--- config.mk ---
export PLATFORM = sky130hd
export DESIGN_NAME = sos_morse_beacon_sequencer_top
export DESIGN_NICKNAME = d
export VERILOG_FILES = /design/src/hw/rtl/sos_pkg.sv /design/src/hw/rtl/sos_morse_beacon_sequencer_top.sv
export SDC_FILE = /design/constraint.sdc
export NUM_CORES = 1
export LEC_CHECK = 0
export ABC_AREA = 1
export BUFFER_PORTS_ARGS = -buffer_cell sky130_fd_sc_hd__buf_4
export CORE_AREA = 2 2 214 195
export CTS_CLUSTER_SIZE = 24
export DETAILED_ROUTE_END_ITERATION = 10
export DIE_AREA = 0 0 216 197
export HOLD_SLACK_MARGIN = 0.12
export MAX_ROUTING_LAYER = met4
export SYNTH_ARGS = -nofsm -noshare
export SYNTH_HDL_FRONTEND = slang
export SYNTH_SLANG_ARGS = --single-unit
--- constraint.sdc ---
create_clock -name clk_i -period 11.9 [get_ports clk_i]
set_input_delay 0 -clock clk_i [delete_from_list [all_inputs] [get_ports clk_i]]
set_output_delay 0 -clock clk_i [all_outputs]
set_load 0.01 [all_outputs]
--- src/hw/rtl/sos_pkg.sv ---
`timescale 1ns / 1ps
// ----------------------------------------------------------------------------
// sos_pkg
// Shared types, constants and the pattern lookup for the SOS Morse beacon.
// ----------------------------------------------------------------------------
package sos_pkg;

  localparam int PatternLen = 18;
  localparam int ElemIdxW   = 5;
  localparam int PosW       = 7;
  localparam int PrescW     = 4;
  localparam int CountW     = 32;
  localparam int BattW      = 7;
  localparam int ToneW      = 16;

  localparam logic [BattW-1:0]  BatteryFull    = 7'd100;
  localparam logic [ToneW-1:0]  ToneReset      = 16'd1500;
  localparam logic [PrescW-1:0] TicksPerSecond = 4'd10;

  typedef enum logic [1:0] {
    OP_TICK  = 2'd0,
    OP_START = 2'd1,
    OP_STOP  = 2'd2,
    OP_INIT  = 2'd3
  } op_e;

  typedef logic [PosW-1:0] elem_end_t [PatternLen];

  // Last tick position of each element: dots 2, dashes 6, gaps 2/6/14.
  localparam elem_end_t ElemEnd = '{
    7'd2,  7'd4,  7'd6,  7'd8,  7'd10, 7'd16,
    7'd22, 7'd24, 7'd30, 7'd32, 7'd38, 7'd44,
    7'd46, 7'd48, 7'd50, 7'd52, 7'd54, 7'd68
  };

  typedef struct packed {
    logic                found;
    logic [ElemIdxW-1:0] idx;
  } lookup_t;

  typedef struct packed {
    logic              light_on;
    logic [ToneW-1:0]  tone_hz;
    logic [ElemIdxW-1:0] element_index;
    logic [CountW-1:0] elapsed_seconds;
    logic [CountW-1:0] cycle_count;
    logic              active;
    logic              radio_beacons_on;
    logic [BattW-1:0]  battery_status;
  } res_t;

  // First element whose end is at or past pos; independent compares.
  function automatic lookup_t elem_lookup(input logic [PosW-1:0] pos);
    lookup_t r;
    r.found = 1'b0;
    r.idx   = '0;
    for (int i = PatternLen - 1; i >= 0; i--) begin
      if (pos <= ElemEnd[i]) begin
        r.found = 1'b1;
        r.idx   = ElemIdxW'(i);
      end
    end
    return r;
  endfunction

endpackage

--- src/hw/rtl/sos_morse_beacon_sequencer_top.sv ---
`timescale 1ns / 1ps
// ----------------------------------------------------------------------------
// sos_morse_beacon_sequencer_top
// SOS Morse beacon sequencer stepped by 100 ms tick words.
// ----------------------------------------------------------------------------
// Usage:
//   Input channel (in_valid_i / in_stall_o) carries one operation word:
//   tick, start, stop or init, plus the battery level used on active ticks.
//   Output channel (out_valid_o / out_stall_i) returns one status word per
//   input word: light, tone, element, seconds, cycles, flags and battery.
//   A word is taken on a rising edge with valid high and stall low.
//   The result word is registered into the result register, or into the skid register while the receiver stalls.
//   Throughput: one word per cycle while in_stall_o is low; the state update is a single pass of
//   compare logic between the state registers and the result register.
//   A two-entry output stage (result register plus skid register) lets one
//   input word be taken while a result is held by a stalling receiver;
//   in_stall_o rises only when both entries are full.
//   cfg_we_i / cfg_wdata_i write the tone frequency; write only while idle.
//   Reset: all beacon state cleared, battery 100, tone 1500 Hz, no output.
// ----------------------------------------------------------------------------
module sos_morse_beacon_sequencer_top (
  input  logic                              clk_i,
  input  logic                              rst_ni,
  input  logic                              cfg_we_i,
  input  logic [sos_pkg::ToneW-1:0]         cfg_wdata_i,
  input  logic                              in_valid_i,
  output logic                              in_stall_o,
  input  logic [1:0]                        operation_i,
  input  logic [sos_pkg::BattW-1:0]         battery_level_i,
  output logic                              out_valid_o,
  input  logic                              out_stall_i,
  output logic                              light_on_o,
  output logic [sos_pkg::ToneW-1:0]         tone_hz_o,
  output logic [sos_pkg::ElemIdxW-1:0]      element_index_o,
  output logic [sos_pkg::CountW-1:0]        elapsed_seconds_o,
  output logic [sos_pkg::CountW-1:0]        cycle_count_o,
  output logic                              active_o,
  output logic                              radio_beacons_on_o,
  output logic [sos_pkg::BattW-1:0]         battery_status_o
);

  logic [sos_pkg::ToneW-1:0]    tone_q;
  logic                         running_q, running_d;
  logic [sos_pkg::PosW-1:0]     pos_q, pos_d;
  logic [sos_pkg::ElemIdxW-1:0] elem_q, elem_d;
  logic                         lamp_q, lamp_d;
  logic [sos_pkg::PrescW-1:0]   presc_q, presc_d;
  logic [sos_pkg::CountW-1:0]   secs_q, secs_d;
  logic [sos_pkg::CountW-1:0]   cycles_q, cycles_d;
  logic [sos_pkg::BattW-1:0]    batt_q, batt_d;
  logic                         radios_q, radios_d;

  logic                         in_accept;
  logic [sos_pkg::PosW-1:0]     pos_inc;
  logic [sos_pkg::PrescW-1:0]   presc_inc;
  sos_pkg::lookup_t             lk;
  sos_pkg::op_e                 op;
  sos_pkg::res_t                res_d, out_q, skid_q;
  logic                         out_vld_q, skid_vld_q, out_ready;
  logic                         light;

  assign op         = sos_pkg::op_e'(operation_i);
  assign in_stall_o = skid_vld_q;
  assign in_accept  = in_valid_i && !skid_vld_q;
  assign pos_inc    = pos_q + sos_pkg::PosW'(1);
  assign presc_inc  = presc_q + sos_pkg::PrescW'(1);
  assign lk         = sos_pkg::elem_lookup(pos_inc);

  always_comb begin
    running_d = running_q;
    pos_d     = pos_q;
    elem_d    = elem_q;
    lamp_d    = lamp_q;
    presc_d   = presc_q;
    secs_d    = secs_q;
    cycles_d  = cycles_q;
    batt_d    = batt_q;
    radios_d  = radios_q;
    case (op)
      sos_pkg::OP_TICK: begin
        if (running_q) begin
          batt_d = (battery_level_i > sos_pkg::BatteryFull) ? sos_pkg::BatteryFull
                                                            : battery_level_i;
          if (presc_inc >= sos_pkg::TicksPerSecond) begin
            presc_d = '0;
            secs_d  = secs_q + sos_pkg::CountW'(1);
          end else begin
            presc_d = presc_inc;
          end
          if (lk.found) begin
            pos_d  = pos_inc;
            elem_d = lk.idx;
            lamp_d = ~lk.idx[0];  // even elements are marks
          end else begin
            // past the last gap: wrap into the first dot
            pos_d    = sos_pkg::PosW'(1);
            elem_d   = '0;
            lamp_d   = 1'b1;
            cycles_d = cycles_q + sos_pkg::CountW'(1);
          end
        end
      end
      sos_pkg::OP_START: begin
        running_d = 1'b1;
        radios_d  = 1'b1;
        pos_d     = '0;
        elem_d    = '0;
        lamp_d    = 1'b0;
        presc_d   = '0;
        secs_d    = '0;
        cycles_d  = '0;
      end
      sos_pkg::OP_STOP: begin
        running_d = 1'b0;
        lamp_d    = 1'b0;
        radios_d  = 1'b0;
        pos_d     = '0;
        presc_d   = '0;
      end
      default: begin
        running_d = 1'b0;
        pos_d     = '0;
        elem_d    = '0;
        lamp_d    = 1'b0;
        presc_d   = '0;
        secs_d    = '0;
        cycles_d  = '0;
        batt_d    = sos_pkg::BatteryFull;
        radios_d  = 1'b0;
      end
    endcase
  end

  assign light = running_d && lamp_d;

  always_comb begin
    res_d.light_on         = light;
    res_d.tone_hz          = light ? tone_q : '0;
    res_d.element_index    = elem_d;
    res_d.elapsed_seconds  = secs_d;
    res_d.cycle_count      = cycles_d;
    res_d.active           = running_d;
    res_d.radio_beacons_on = radios_d;
    res_d.battery_status   = batt_d;
  end

  always_ff @(posedge clk_i or negedge rst_ni) begin
    if (!rst_ni) begin
      tone_q    <= sos_pkg::ToneReset;
      running_q <= 1'b0;
      pos_q     <= '0;
      elem_q    <= '0;
      lamp_q    <= 1'b0;
      presc_q   <= '0;
      secs_q    <= '0;
      cycles_q  <= '0;
      batt_q    <= sos_pkg::BatteryFull;
      radios_q  <= 1'b0;
    end else begin
      if (cfg_we_i) begin
        tone_q <= cfg_wdata_i;
      end
      if (in_accept) begin
        running_q <= running_d;
        pos_q     <= pos_d;
        elem_q    <= elem_d;
        lamp_q    <= lamp_d;
        presc_q   <= presc_d;
        secs_q    <= secs_d;
        cycles_q  <= cycles_d;
        batt_q    <= batt_d;
        radios_q  <= radios_d;
      end
    end
  end

  // output register plus skid entry
  assign out_ready = !out_vld_q || !out_stall_i;

  always_ff @(posedge clk_i or negedge rst_ni) begin
    if (!rst_ni) begin
      out_vld_q  <= 1'b0;
      skid_vld_q <= 1'b0;
    end else begin
      if (out_ready) begin
        if (skid_vld_q) begin
          out_vld_q  <= 1'b1;
          skid_vld_q <= 1'b0;
        end else begin
          out_vld_q <= in_accept;
        end
      end else if (in_accept) begin
        skid_vld_q <= 1'b1;
      end
    end
  end

  always_ff @(posedge clk_i) begin
    if (out_ready) begin
      if (skid_vld_q) begin
        out_q <= skid_q;
      end else if (in_accept) begin
        out_q <= res_d;
      end
    end else if (in_accept) begin
      skid_q <= res_d;
    end
  end

  assign out_valid_o        = out_vld_q;
  assign light_on_o         = out_q.light_on;
  assign tone_hz_o          = out_q.tone_hz;
  assign element_index_o    = out_q.element_index;
  assign elapsed_seconds_o  = out_q.elapsed_seconds;
  assign cycle_count_o      = out_q.cycle_count;
  assign active_o           = out_q.active;
  assign radio_beacons_on_o = out_q.radio_beacons_on;
  assign battery_status_o   = out_q.battery_status;

`ifndef ASSERT_OFF
  // skid entry only fills behind a held result word
  a_skid_behind_out: assert property (@(posedge clk_i) disable iff (!rst_ni)
    skid_vld_q |-> out_vld_q)
    else $error("skid entry valid without output word");

  a_light_needs_active: assert property (@(posedge clk_i) disable iff (!rst_ni)
    (out_vld_q && light_on_o) |-> active_o)
    else $error("light on while beacon inactive");

  a_elem_range: assert property (@(posedge clk_i) disable iff (!rst_ni)
    elem_q <= sos_pkg::ElemIdxW'(sos_pkg::PatternLen - 1))
    else $error("element index out of range");

  a_pos_range: assert property (@(posedge clk_i) disable iff (!rst_ni)
    (pos_q <= sos_pkg::ElemEnd[sos_pkg::PatternLen-1]) &&
    (presc_q < sos_pkg::TicksPerSecond))
    else $error("pattern position or prescaler out of range");
`endif

endmodule

# --- After elaboration in Yosys (flattened, before gate mapping) ---
# Cells that the tools add are included.
word_totals:
  regBits: 298
  latchBits: 0
  mem_bits_rw: 0
  romBits: 0
  inputBits: 30
  out_inout_bits: 97
  word_cells: 117
  n_memories: 0
classes:
  add_sub_neg: 4
  multipliers: 0
  div: 0
  n_lt_le_gt_ge: 20
  n_eq_ne: 3
  n_shift: 0
  mux: 47
  n_bitwise: 2
  n_reduce_logical: 13
ops:
  columns: ["op", "n"]
  rows:
  - ["2-to-1 mux 95 bit", 2]
  - ["2-to-1 mux 32 bit", 4]
  - ["one-hot mux 32 bit (2 select lines)", 2]
  - ["2-to-1 mux 6 bit", 18]
  - ["adder 32 x 1 -> 32 bit (second input constant)", 2]
  - ["less-or-equal comparator 7 x 6 -> 1 bit (second input constant)", 8]
  - ["2-to-1 mux 7 bit", 5]
  - ["less-or-equal comparator 7 x 5 -> 1 bit (second input constant)", 4]
  - ["2-to-1 mux 16 bit", 1]
  - ["less-or-equal comparator 7 x 3 -> 1 bit (second input constant)", 2]
  - ["less-or-equal comparator 7 x 4 -> 1 bit (second input constant)", 2]
  - ["one-hot mux 7 bit (2 select lines)", 1]
  - ["2-to-1 mux 4 bit", 3]
  - ["2-to-1 mux 5 bit", 2]
  - ["one-hot mux 5 bit (2 select lines)", 1]
  - ["adder 7 x 1 -> 7 bit (second input constant)", 1]
  - ["greater-than comparator 7 bit (second input constant)", 1]
  - ["less-or-equal comparator 7 x 2 -> 1 bit (second input constant)", 1]
  - ["less-or-equal comparator 7 bit (second input constant)", 1]
  - ["2-to-1 mux 1 bit", 6]
  - ["AND reduction 2 bit", 3]
  - ["adder 4 x 1 -> 4 bit (second input constant)", 1]
  - ["greater-or-equal comparator 4 bit (second input constant)", 1]
  - ["one-hot mux 1 bit (2 select lines)", 2]
  - ["other kinds (10)", 15]

# --- Depth between registers and ports, before layout ---
depth:
  depth_word: 28
  mapped_depth: 29
  ltp_nobuf: 29

# --- Least setup slack after synthesis ---
# Ideal clock, no wire load.
synth_timing:
  path_type: "register to register"
  startpoint: "reg skid_vld_q, in the netlist in_stall_o"
  endpoint: "reg out_q (netlist bit active_o) (enable)"
  setup_ns: 0.580
  t_arrival_ns: 5.550
  required_time_ns: 11.320
  path_slack_ns: 5.770
  path_stages_with_launch: 5
  synth_period_minus_slack_ns: 6.130
  cell_sequence: "dfrtp_1 -> clkbuf_1 -> clkbuf_1 -> nor2_1 -> a21oi_1"
synth_between:
  elab_chain_cells: 4
synth_rtl:
  columns: ["item", "line", "rtl"]
  rows:
  - ["from (decl)", "sos_morse_beacon_sequencer_top.sv:59", "logic out_vld_q, skid_vld_q, out_ready;"]
  - ["from (signal assigned)", "sos_morse_beacon_sequencer_top.sv:183", "skid_vld_q <= 1'b0;"]
  - ["from (signal assigned)", "sos_morse_beacon_sequencer_top.sv:188", "skid_vld_q <= 1'b0;"]
  - ["from (signal assigned)", "sos_morse_beacon_sequencer_top.sv:193", "skid_vld_q <= 1'b1;"]
  - ["zero test 1 bit", "sos_morse_beacon_sequencer_top.sv:64", "assign in_accept = in_valid_i && !skid_vld_q;"]
  - ["logical AND 1 bit", "sos_morse_beacon_sequencer_top.sv:64", null]
  - ["nonzero test 2 bit (no line) (*)", null, null]
  - ["AND reduction 2 bit (no line) (*)", null, null]
  - ["to (signal assigned)", "sos_morse_beacon_sequencer_top.sv:201", "out_q <= skid_q;"]
  - ["to (signal assigned)", "sos_morse_beacon_sequencer_top.sv:203", "out_q <= res_d;"]
  - ["to (decl)", "sos_morse_beacon_sequencer_top.sv:58", "sos_pkg::res_t res_d, out_q, skid_q;"]
# Mark *: on every way between the ends. The rest lies on a longest branch, timed or not.
# A chain may end at the register's enable or synchronous reset.

# --- Worst setup path after layout ---
layout_timing:
  startpoint: "reg skid_vld_q, in the netlist in_stall_o"
  endpoint: "reg skid_q[92] (netlist name) (enable)"
layout_between:
  elab_chain_cells: 3
layout_rtl:
  columns: ["item", "line", "rtl"]
  rows:
  - ["zero test 1 bit", "sos_morse_beacon_sequencer_top.sv:64", null]
  - ["logical AND 1 bit", "sos_morse_beacon_sequencer_top.sv:64", null]
  - ["AND reduction 2 bit (no line)", null, null]
  - ["to (signal assigned)", "sos_morse_beacon_sequencer_top.sv:206", "skid_q <= res_d;"]
  - ["to (decl)", "sos_morse_beacon_sequencer_top.sv:58", null]
# Every way passes these cells.

==> metrics <==
WL per Instance roughly 16 microns; fin util between 40% and 50%; peak supply drop ~0.000086 V; most area-consuming cells after synthesis edfxtp_1, dfrtp_1, nand2_1, o21ai_0, inv_1; cell family contributing the most delay on the critical path buffers and inverters; sequential fraction of the synthesis area between 50% and 60%; cell occurring most often along the worst timing path buf_4; ports placed on the boundary 127; final critical-path setup slack between 8000 and 9000 ps; FFs w/ async S/R, synth between 30% and 40%; category of the worst setup path launch point flip-flop; Die ar. about 0.043 sq mm; count of buffer and inverter cells on the critical path 3; Residual DRC 0; Initial Utilization a little over a third; Net count, final approximately 1800; number of routed nets with antenna violations 0; Antenna diodes 0; most common cell after layout, fill and taps aside nand2_1; largest clock skew in the final design about 23 ps; clock insertion delay at the later pin of the skew report around 520 ps; class of the tightest hold or removal check input port to async pin; maximum number of pins on one net before global-route repair 93; data arrival at the endpoint of the critical path around 4000 ps; max-cap viol count 0; Max Freq approximately 260 MHz; half-perimeter wire length after detailed placement ~24 mm; CTS H-tree lvls 2; number of hold-slack violations in the final timing report 0; final routed wirelength across all metal layers about 36 mm; CORE AREA just over 0.04 sq mm; crit path time final around 3800 ps; cts repair resizes 0; total global routing track utilization between 10% and 20%; wire length of the first global-routing pass 58.3 mm; die boundary width approximately 220 microns; total of endpoints with negative setup slack in the final report 0; most frequent cells in the layout nand2_1, edfxtp_1, inv_1, o21ai_0, buf_4; clock tree from TritonCTS built; number of instances in the synthesized netlist 1551; critical-path cell list inv_2, buf_4, nand2_1, nor2_4, buf_4; clk sinks about 300; top-area cell type share of the netlist area 39.6%; antenna violations before repair 0; result of the run complete, no violations; number of enable flip-flop cells after synthesis between 150 and 200; fraction of final layout cells sized beyond drive strength 1 about 16%; Leak Pwr just over 7 nW; clock-pin slew on the worst setup and hold paths about 60 ps; final weighted congestion of routability-driven global placement around 0.9; via density per instance 4.96; setup repair after global routing missed its margin no; P per Cell Area ~140 mW/mm^2; Slew Viols, Final 0; total via count in the routed design approximately 11000; crit path kind flip-flop to flip-flop; Netlist cell types between 50 and 60; Post-CTS Setup Bufs 0; CP required 12050 ps; kind of capture point of the worst setup path flip-flop; top flip-flop cell by instance count after synthesis edfxtp_1; area of all sequential standard cells between 0.008 and 0.009 sq mm; via count of the first global-routing pass ~11000; CTS root buffer clkbuf_16; multi-input logic area slightly above 0.005 sq mm; number of CTS-inserted buffers 35; setup TNS 0 ps; post-placement setup slack roughly 8000 ps; Max stage delay on crit path 850 ps; drt first pass iters 5; Post-CTS Hold Fix Bufs 48; total number of yosys warnings 0; I/O Buffers ~130; Post-Syn Area per Cell slightly above 9 sq um; number of register bits inferred by synthesis between 200 and 300; number of cells traversed by the worst register-to-register path 5; Critical Path Stages 5; maximum count of clock buffers along a single path 3; Die Y ~200 microns; final cycle utilization of the critical path about a third; number of rows in the core area 70; total congestion overflow 0; area growth from synthesis to final layout 22.2%; Tightest Pin Transition ~1100 ps; number of violations reported at the end of detailed-routing iteration 0 about 890; cell taking the most area after synthesis edfxtp_1; slowest cell on the critical path nor2_4; Post-Syn Area ~0.014 sq mm; Relative slew margins between 20 and 30%; count of filler cells inserted in the layout ~3900; largest fanout of any net on the critical path 70; Post-Syn Nets between 1500 and 2000
==> per-stage QoR <==
step / power, mW / hold WS (ps) / instance area [sq um] / cells
finish: 2.54 / 126 / 17600 / 2280
global route: 2.63 / 216 / 17600 / 2280
CTS: 2.58 / 142 / 17600 / 2280
detailed placement: 1.41 / 166 / 15900 / 2168
global placement: 1.41 / 162 / 15900 / 2168
floorplan: 1.31 / -296 / 14400 / 1551
==> final timing paths <==
path,slack [ps],endpoint,start
max,8050,skid_q[92],in_stall_o
min,130,tone_q[5],rst_ni
max reg2reg,8050,skid_q[92],in_stall_o
min reg2reg,480,lamp_q,lamp_q
max in group asynchronous,10590,presc_q[0],rst_ni
min in group clk_i,350,in_stall_o,in_valid_i
==> power breakdown <==
group / switching, mW / total (mW) / internal (mW)
Clock: 0.422 / 1.13 / 0.713
Combinational: 0.129 / 0.209 / 0.0793
Sequential: 0.0263 / 1.19 / 1.17
Total: 0.578 / 2.54 / 1.96
==> cell type report <==
cell class / instances / area share [%]
Sequential cell: 298 / 47.8
Multi-Input combinational cell: 1007 / 28.8
Timing Repair Buffer: 185 / 8.57
Clock buffer: 48 / 5.60
Inverter: 186 / 3.97
Tap cell: 540 / 3.84
Clock inverter: 16 / 1.39
==> layer usage <==
| metal | vias to the layer above | GRT usage (%) | share of wire, % |
|---|---|---|---|
| met4 | 0 | 4.59 | 2.1 |
| li1 | 5559 | - | - |
| met5 | - | - | 0 |
| met1 | 5356 | 24.2 | 47 |
| met3 | 60 | 2.98 | 5.8 |
| met2 | 330 | 26.9 | 45 |
==> cells in the mapped netlist (all sizes together) (2+ instances only) <==
| cell type | instances |
|---|---|
| o21bai | 18 |
| nor2 | 83 |
| o32ai | 12 |
| nand4 | 30 |
| clkinv | 5 |
| inv | 181 |
| clkbuf | 43 |
| dfstp | 10 |
| nand3 | 53 |
| ha | 10 |
| buf | 17 |
| o31ai | 6 |
| nor4 | 7 |
| o21ai | 164 |
| a22oi | 26 |
| nor3 | 36 |
| a21oi | 24 |
| o22ai | 10 |
| dfrtp | 98 |
| mux2 | 16 |
| nand2 | 489 |
| o211ai | 4 |
| edfxtp | 190 |
| a31oi | 4 |
| a32oi | 2 |
==> sequential cells by signal (all words and copies together), names as in the netlist, 4 cells and up <==
name               cells
batt_q                 7
battery_status_o       7
cycle_count_o         32
cycles_q              32
elapsed_seconds_o     32
elem_q                 5
element_index_o        5
pos_q                  7
presc_q                4
secs_q                32
skid_q                95
tone_hz_o             16
tone_q                16
==> logic make-up (layout without fill, tap and decap cells) <==
kind of cell               count (synthesis)  after routing  synth area share (%)
AOI/OAI and AO/OA                        278            278                  11.7
xor gates and xnor gates                   2              2                 0.174
adders and majority gates                 10             10                 0.868
buffers and inverters                    246            435                  6.53
DFF                                      298            298                  58.4
muxes                                     16             16                  1.25
and+or+nand+nor                          701            701                  21.1
Note: power is estimated with default switching activity, not from simulation.
